$ cat src/design/tkl_pkg.sv
// Shared types and constants for the top-K longest list block.
package tkl_pkg;

    localparam int ID_W = 16;
    localparam int LEN_W = 16;
    localparam int RANK_W = 4;
    localparam int KEEP_W = 4;

    localparam logic [KEEP_W-1:0] KEEP_RESET = 4'd10;

    localparam logic KIND_OFFER = 1'b0;
    localparam logic KIND_FLUSH = 1'b1;

    typedef struct packed {
        logic             kind;
        logic [ID_W-1:0]  entry_id;
        logic [LEN_W-1:0] entry_length;
    } in_beat_t;

    typedef struct packed {
        logic [RANK_W-1:0] rank;
        logic [ID_W-1:0]   out_id;
        logic [LEN_W-1:0]  out_length;
        logic              last;
    } out_beat_t;

    typedef struct packed {
        logic insert;
        logic start_flush;
        logic shift;
    } cmd_t;

    typedef struct packed {
        logic empty;
        logic last_one;
    } status_t;

endpackage

$ cat src/design/tkl_ctrl.sv
// Controller state machine: accepts beats and sequences the flush.
module tkl_ctrl
(
    input  logic              clk,
    input  logic              rst_n,
    input  logic              in_valid,
    input  logic              in_kind,
    output logic              in_ready,
    output logic              out_valid,
    input  logic              out_ready,
    input  tkl_pkg::status_t  status,
    output tkl_pkg::cmd_t     cmd
);

    typedef enum logic {ST_IDLE, ST_FLUSH} state_t;

    state_t state_reg;
    state_t state_next;
    logic   in_fire;
    logic   out_fire;

    assign in_ready  = (state_reg == ST_IDLE);
    assign out_valid = (state_reg == ST_FLUSH);
    assign in_fire   = in_valid && in_ready;
    assign out_fire  = out_valid && out_ready;

    always_comb
    begin
        state_next      = state_reg;
        cmd.insert      = 1'b0;
        cmd.start_flush = 1'b0;
        cmd.shift       = 1'b0;
        unique case (state_reg)
            ST_IDLE:
            begin
                if (in_fire)
                begin
                    if (in_kind == tkl_pkg::KIND_OFFER)
                    begin
                        cmd.insert = 1'b1;
                    end
                    else if (!status.empty)
                    begin
                        cmd.start_flush = 1'b1;
                        state_next      = ST_FLUSH;
                    end
                end
            end
            ST_FLUSH:
            begin
                if (out_fire)
                begin
                    cmd.shift = 1'b1;
                    if (status.last_one)
                    begin
                        state_next = ST_IDLE;
                    end
                end
            end
            default:
            begin
                state_next = ST_IDLE;
            end
        endcase
    end

    always_ff @(posedge clk or negedge rst_n)
    begin
        if (!rst_n)
        begin
            state_reg <= ST_IDLE;
        end
        else
        begin
            state_reg <= state_next;
        end
    end

endmodule

$ cat src/design/tkl_dp.sv
// Datapath: ranked compare-and-shift cells, fill count, keep count and rank counter.
module tkl_dp
#(
    parameter int TOP_K = 10
)
(
    input  logic                        clk,
    input  logic                        rst_n,
    input  tkl_pkg::cmd_t               cmd,
    output tkl_pkg::status_t            status,
    input  tkl_pkg::in_beat_t           in_data,
    input  logic                        cfg_we,
    input  logic [tkl_pkg::KEEP_W-1:0]  cfg_wdata,
    output tkl_pkg::out_beat_t          out_data
);

    localparam int CW = $clog2(TOP_K + 1);

    logic [tkl_pkg::LEN_W-1:0] len_reg [TOP_K];
    logic [tkl_pkg::LEN_W-1:0] len_next [TOP_K];
    logic [tkl_pkg::ID_W-1:0]  id_reg [TOP_K];
    logic [tkl_pkg::ID_W-1:0]  id_next [TOP_K];
    logic [TOP_K-1:0]          ins;

    logic [tkl_pkg::KEEP_W-1:0] keep_reg;
    logic [CW-1:0]              fill_reg;
    logic [CW-1:0]              fill_next;
    logic [CW-1:0]              rank_reg;
    logic [CW-1:0]              rank_next;
    logic [CW-1:0]              k_cur;
    logic [CW-1:0]              k_wr;

    function automatic logic [CW-1:0] clamp_k(input logic [tkl_pkg::KEEP_W-1:0] v);
        logic [CW-1:0] r;
        if (v == '0)
        begin
            r = CW'(1);
        end
        else if (32'(v) > TOP_K)
        begin
            r = CW'(TOP_K);
        end
        else
        begin
            r = CW'(v);
        end
        return r;
    endfunction

    assign k_cur = clamp_k(keep_reg);
    assign k_wr  = clamp_k(cfg_wdata);

    // Stored lengths are descending, so the cells the offer exceeds form a tail.
    always_comb
    begin
        for (int i = 0; i < TOP_K; i++)
        begin
            ins[i] = ((CW'(i) < fill_reg) && (in_data.entry_length > len_reg[i]))
                     || (CW'(i) == fill_reg);
        end
    end

    always_comb
    begin
        logic prev;
        prev = 1'b0;
        for (int i = 0; i < TOP_K; i++)
        begin
            len_next[i] = len_reg[i];
            id_next[i]  = id_reg[i];
            if (cmd.insert && ins[i])
            begin
                if (!prev)
                begin
                    len_next[i] = in_data.entry_length;
                    id_next[i]  = in_data.entry_id;
                end
                else
                begin
                    len_next[i] = len_reg[i-1];
                    id_next[i]  = id_reg[i-1];
                end
            end
            else if (cmd.shift && (i < TOP_K - 1))
            begin
                len_next[i] = len_reg[i+1];
                id_next[i]  = id_reg[i+1];
            end
            prev = ins[i];
        end
    end

    always_comb
    begin
        fill_next = fill_reg;
        rank_next = rank_reg;
        priority if (cfg_we)
        begin
            fill_next = (fill_reg > k_wr) ? k_wr : fill_reg;
        end
        else if (cmd.insert)
        begin
            if (fill_reg < k_cur)
            begin
                fill_next = fill_reg + CW'(1);
            end
        end
        else if (cmd.start_flush)
        begin
            rank_next = '0;
        end
        else if (cmd.shift)
        begin
            fill_next = fill_reg - CW'(1);
            rank_next = rank_reg + CW'(1);
        end
    end

    always_ff @(posedge clk or negedge rst_n)
    begin
        if (!rst_n)
        begin
            keep_reg <= tkl_pkg::KEEP_RESET;
            fill_reg <= '0;
            rank_reg <= '0;
        end
        else
        begin
            if (cfg_we)
            begin
                keep_reg <= cfg_wdata;
            end
            fill_reg <= fill_next;
            rank_reg <= rank_next;
        end
    end

    always_ff @(posedge clk)
    begin
        for (int i = 0; i < TOP_K; i++)
        begin
            len_reg[i] <= len_next[i];
            id_reg[i]  <= id_next[i];
        end
    end

    assign status.empty    = (fill_reg == '0);
    assign status.last_one = (fill_reg == CW'(1));

    assign out_data.rank       = tkl_pkg::RANK_W'(rank_reg);
    assign out_data.out_id     = id_reg[0];
    assign out_data.out_length = len_reg[0];
    assign out_data.last       = status.last_one;

endmodule

$ cat src/design/top_k_longest_list_top.sv
// Top level of the top-K longest list: controller and datapath.
//
// Channel   Direction  Handshake              Payload
// in        input      in_valid / in_ready    tkl_pkg::in_beat_t
// out       output     out_valid / out_ready  tkl_pkg::out_beat_t
// cfg       input      cfg_we                 keep_count (4 bits)
//
// On an offer beat every cell compares the offered length with
// its own entry in parallel and the list shifts down behind the insertion
// point in the same clock edge. A flush beat then yields one result beat per
// stored entry; each taken result shifts the list up by one, so rank 0 is
// always read from the head cell. Input is not taken while a flush drains.
// Reset clears the fill count and loads keep_count with 10; the cells need no
// clearing. A stalled out_ready simply holds the current result beat.
module top_k_longest_list_top
#(
    parameter int TOP_K = 10
)
(
    input  logic                        clk,
    input  logic                        rst_n,
    input  logic                        in_valid,
    output logic                        in_ready,
    input  tkl_pkg::in_beat_t           in_data,
    output logic                        out_valid,
    input  logic                        out_ready,
    output tkl_pkg::out_beat_t          out_data,
    input  logic                        cfg_we,
    input  logic [tkl_pkg::KEEP_W-1:0]  cfg_wdata
);

    tkl_pkg::cmd_t    cmd;
    tkl_pkg::status_t status;

    // The controller only sees the handshakes, the beat kind and the fill status.
    tkl_ctrl u_ctrl
    (
        .clk       (clk),
        .rst_n     (rst_n),
        .in_valid  (in_valid),
        .in_kind   (in_data.kind),
        .in_ready  (in_ready),
        .out_valid (out_valid),
        .out_ready (out_ready),
        .status    (status),
        .cmd       (cmd)
    );

    // The datapath holds the ranked cells, keep_count and the counters.
    tkl_dp #(.TOP_K(TOP_K)) u_dp
    (
        .clk       (clk),
        .rst_n     (rst_n),
        .cmd       (cmd),
        .status    (status),
        .in_data   (in_data),
        .cfg_we    (cfg_we),
        .cfg_wdata (cfg_wdata),
        .out_data  (out_data)
    );

    // Input and output beats never overlap: a flush blocks new input.
    assert property (@(posedge clk) disable iff (!rst_n)
        out_valid |-> !in_ready)
        else $error("input accepted while a flush drains");

    // The final result beat of a flush returns the block to idle.
    assert property (@(posedge clk) disable iff (!rst_n)
        (out_valid && out_ready && out_data.last) |=> (!out_valid && in_ready))
        else $error("flush did not end after its last beat");

    // Inside a flush the rank steps by one per taken beat.
    assert property (@(posedge clk) disable iff (!rst_n)
        (out_valid && out_ready && !out_data.last) |=>
        (out_valid && (out_data.rank == $past(out_data.rank) + 4'd1)))
        else $error("flush rank did not advance");

endmodule
$ cat config.mk
export PLATFORM = sky130hd
export DESIGN_NAME = top_k_longest_list_top
export DESIGN_NICKNAME = d
export VERILOG_FILES = /design/src/design/tkl_pkg.sv /design/src/design/tkl_ctrl.sv /design/src/design/tkl_dp.sv /design/src/design/top_k_longest_list_top.sv
export SDC_FILE = /design/constraint.sdc
export NUM_CORES = 1
export LEC_CHECK = 0
export ABC_AREA = 1
export ABC_CLOCK_PERIOD_IN_PS = 2800
export BUFFER_PORTS_ARGS = -buffer_cell sky130_fd_sc_hd__buf_2
export CAP_MARGIN = 30
export CORE_MARGIN = 2
export CORE_UTILIZATION = 50
export CTS_CLUSTER_SIZE = 30
export DETAILED_ROUTE_END_ITERATION = 8
export PLACE_DENSITY = 0.69
export SYNTH_ARGS = -nofsm -noshare
export SYNTH_HDL_FRONTEND = slang
export SYNTH_SLANG_ARGS = --single-unit
$ cat constraint.sdc
create_clock -name clk -period 2.8 [get_ports clk]
set_input_delay 0.28 -clock clk [delete_from_list [all_inputs] [get_ports clk]]
set_output_delay 0.28 -clock clk [all_outputs]
set_load 0.02 [all_outputs]
==> impl_metrics.env <==
export IMPL_required_ns=3.22
export IMPL_final_cells=3632
export IMPL_cp_slowest_stage_delay_ns=0.46
export IMPL_worst_slack_ns=0.280
export IMPL_dpl_cell_area_um2=23500
export IMPL_cp_max_fo=32
export IMPL_synth_compound_area_share_pct=4.18
export IMPL_worstReg2RegStart="u_dp.len_reg[1][15]"
export IMPL_status="finished clean"
export IMPL_synth_top_family_by_area="simple AND/OR/NAND/NOR gates"
export IMPL_whs_ns=0.105
export IMPL_n_fill_cell=4140
export IMPL_postCtsSetupBuffers=0
export IMPL_clock_sinks=333
export IMPL_report_final_slew_viol_count=0
export IMPL_clkPwrFrac_pct=21.1
export IMPL_hold_buffers=9
export IMPL_cts_tree="done"
export IMPL_avgRoutedWirePerCell_um=16.7
export IMPL_ctsResizeCount=0
export IMPL_worstMarginPinSlew_ns=0.943
export IMPL_grt_pass1_wl_mm=99.0
export IMPL_grt_usage_pct=26.1
export IMPL_r2r_slack_ns=0.28
export IMPL_grt_max_degree=65
export IMPL_syn_avg_cell_area_um2=7.59
export IMPL_wirelength_mm=60.8
export IMPL_nets=3224
export IMPL_yosysSeqAreaShare_pct=44.1
export IMPL_synthDistinctLibCells=39
export IMPL_ys_ff_latch=333
export IMPL_vias=19693
export IMPL_grt_pass1_vias=18613
export IMPL_p_per_area_nw_per_um2=951
export IMPL_fin_area_um2=24800
export IMPL_synthAdderAreaFrac_pct=9.60
export IMPL_dr_pass1_iters=6
export IMPL_setup_viol=0
export IMPL_dieArea_um2=46800
export IMPL_antenna_found_initial=0
export IMPL_initial_core_util_pct=50.8
export IMPL_synth_area_mux_share_pct=0
export IMPL_place_ws_ns=0.0996
export IMPL_fin_crit_sh_pct=90.0
export IMPL_power_frac_seq_pct=36.0
export IMPL_cap_violations=0
export IMPL_ant_nets=0
export IMPL_clkTransAtPathRegs_ns=0.06
export IMPL_die_height_um=216
export IMPL_utilization_pct=56.1
export IMPL_worst_setup_path_start_kind="register"
export IMPL_yosysTopAreaCell="edfxtp_1"
export IMPL_switching_share_pct=41.5
export IMPL_synth_edf_count=320
export IMPL_rsz0062_at_grt="no"
export IMPL_diodes=0
export IMPL_finalCriticalPeriod_ns=2.52
export IMPL_hpwl_mm=46.6
export IMPL_path_cells="inv_1, ha_1, nand4_1, nor3_2, nand2_1, nand2_1, nand2_2, nand2_2, nand2_2, inv_2, nand3_1, nand2_1"
export IMPL_crit_arrival_ns=2.94
export IMPL_power_share_combinational_pct=43.0
export IMPL_synth_simple_area_share_pct=34.2
export IMPL_cp_startpoint="u_dp.len_reg[1][15]"
export IMPL_core_area_um2=44300
export IMPL_power_mw=23.6
export IMPL_synthesis_area_um2=22500
export IMPL_end_kind="register"
export IMPL_worst_path_max_delay_cell="inv_2"
export IMPL_num_rows=77
export IMPL_portBuffers=80
export IMPL_drt_iter0_drc=1913
export IMPL_root_buffer="clkbuf_16"
export IMPL_syn_nets=3181
export IMPL_async_flop_share_pct=3.90
export IMPL_min_from="cfg_wdata[3]"
export IMPL_p_int_mw=13.8
export IMPL_clock_latency_ns=0.57
export IMPL_switching_power_mw=9.81
export IMPL_drive_above_1_share_pct=8.68
export IMPL_ir_drop_uv=459
export IMPL_htreeDepth=2
export IMPL_viasPerCell=5.42
export IMPL_ys_warn_count=0
export IMPL_hold_class="in2reg"
export IMPL_dp_cells=3551
export IMPL_drc=0
export IMPL_relSlewSlack_pct=37.0
export IMPL_worstSetupPathType="reg2reg"
export IMPL_hold_violations=0
export IMPL_p_leak_nw=12.5
export IMPL_ys_top_cells_by_count="1346 x nand2_1, 416 x nand3_1, 320 x edfxtp_1"
export IMPL_die_w_um=216
export IMPL_grt_remaining_overflow=0
export IMPL_clk_path_buf_depth=3
export IMPL_io_pins=81
export IMPL_fmax_mhz=397
export IMPL_cts_buffers=40
export IMPL_fin_setup_tns_ns=0
export IMPL_synthCells=2967
export IMPL_gp_congestion=0.890
export IMPL_area_growth_pct=10.3
export IMPL_synthXorXnorAreaFrac_pct=0.0389
export IMPL_fin_skew_ns=0.0229
export IMPL_synthFlopType="edfxtp_1"
export IMPL_yosys_area_top_type_share_pct=42.7
export IMPL_synth_most_common_cell="nand2_1"
export IMPL_yosys_top_cells_area="edfxtp_1 43%, nand2_1 22%, ha_1 9.6%"
-- power groups by stage --
stage	logic (mW)	registers [mW]	clock network (mW)
after global placement	9.77	8.51	0
after global routing	11.6	8.65	5.23
after detailed placement	10.0	8.56	0
after floorplan	7.19	8.48	0
after CTS	10.1	8.47	5.06
final	10.1	8.50	4.97
-- routing by layer --
metal  share of wire (%)  GRT usage [%]  up-vias
met5                   0              0        -
li1                    -              -     9789
met4                 2.0           6.21        0
met1                  46           37.6     9100
met3                 7.4           4.06       80
met2                  44           41.4      724
-- placed cells by master (no fill, tap or decap), types with 3 or more instances in the layout --
cell type         n
edfxtp_1        320
o21a_1            8
o21ai_1          35
buf_2            80
clkbuf_1         12
buf_4            60
nor2_1           46
nor2_2            5
nor3_1            7
dfrtp_1          11
o21bai_1          9
ha_1            172
clkbuf_16        40
a21oi_1          88
dlygate4sd3_1     9
nand2_1        1336
inv_1           250
nand4_1          10
nand2_4           5
nand3_1         416
buf_12            9
o21ai_0          27
nor3_2            3
o22ai_1           3
inv_2            12
clkinv_1          9
nand2_2          31
clkinv_2          4
-- path summary, 6_finish.rpt --
path	depth (start not counted)	end
setup reg to reg	12	u_dp.len_reg[1][15]
hold / removal	5	u_dp.fill_reg[3]
min in group asynchronous	2	u_dp.keep_reg[2]
setup / recovery	12	u_dp.len_reg[1][15]
max in group asynchronous	2	u_dp.keep_reg[3]
hold reg to reg	2	u_dp.keep_reg[1]
-- kinds of logic (layout without fill, tap and decap cells) --
kind of cell	Yosys count	in the layout
compound gates	176	176
buf+inv	420	493
fa+ha+maj	173	173
flops	333	333
simple gates	1864	1864
xor+xnor	1	1
-- layout make-up --
cell class              instances  area (µm²)  area share (%)
clock buffers                  54        1070            4.32
clock inverters                18         150           0.604
inverters                     263         988            3.98
multi-input cells            2214       10800            43.6
flip-flops and latches        333        9940            40.0
well taps                     592         741            2.98
repair buffers                158        1120            4.51
-- worst max-delay path: cells and delay by family (launching register included) --
kind,cells,cell delay [ns]
fa+ha+maj,1,0.31
simple gates,9,1.19
buf+inv,2,0.53
flops,1,0.34
No activity file was read; power rests on OpenSTA's default activity.
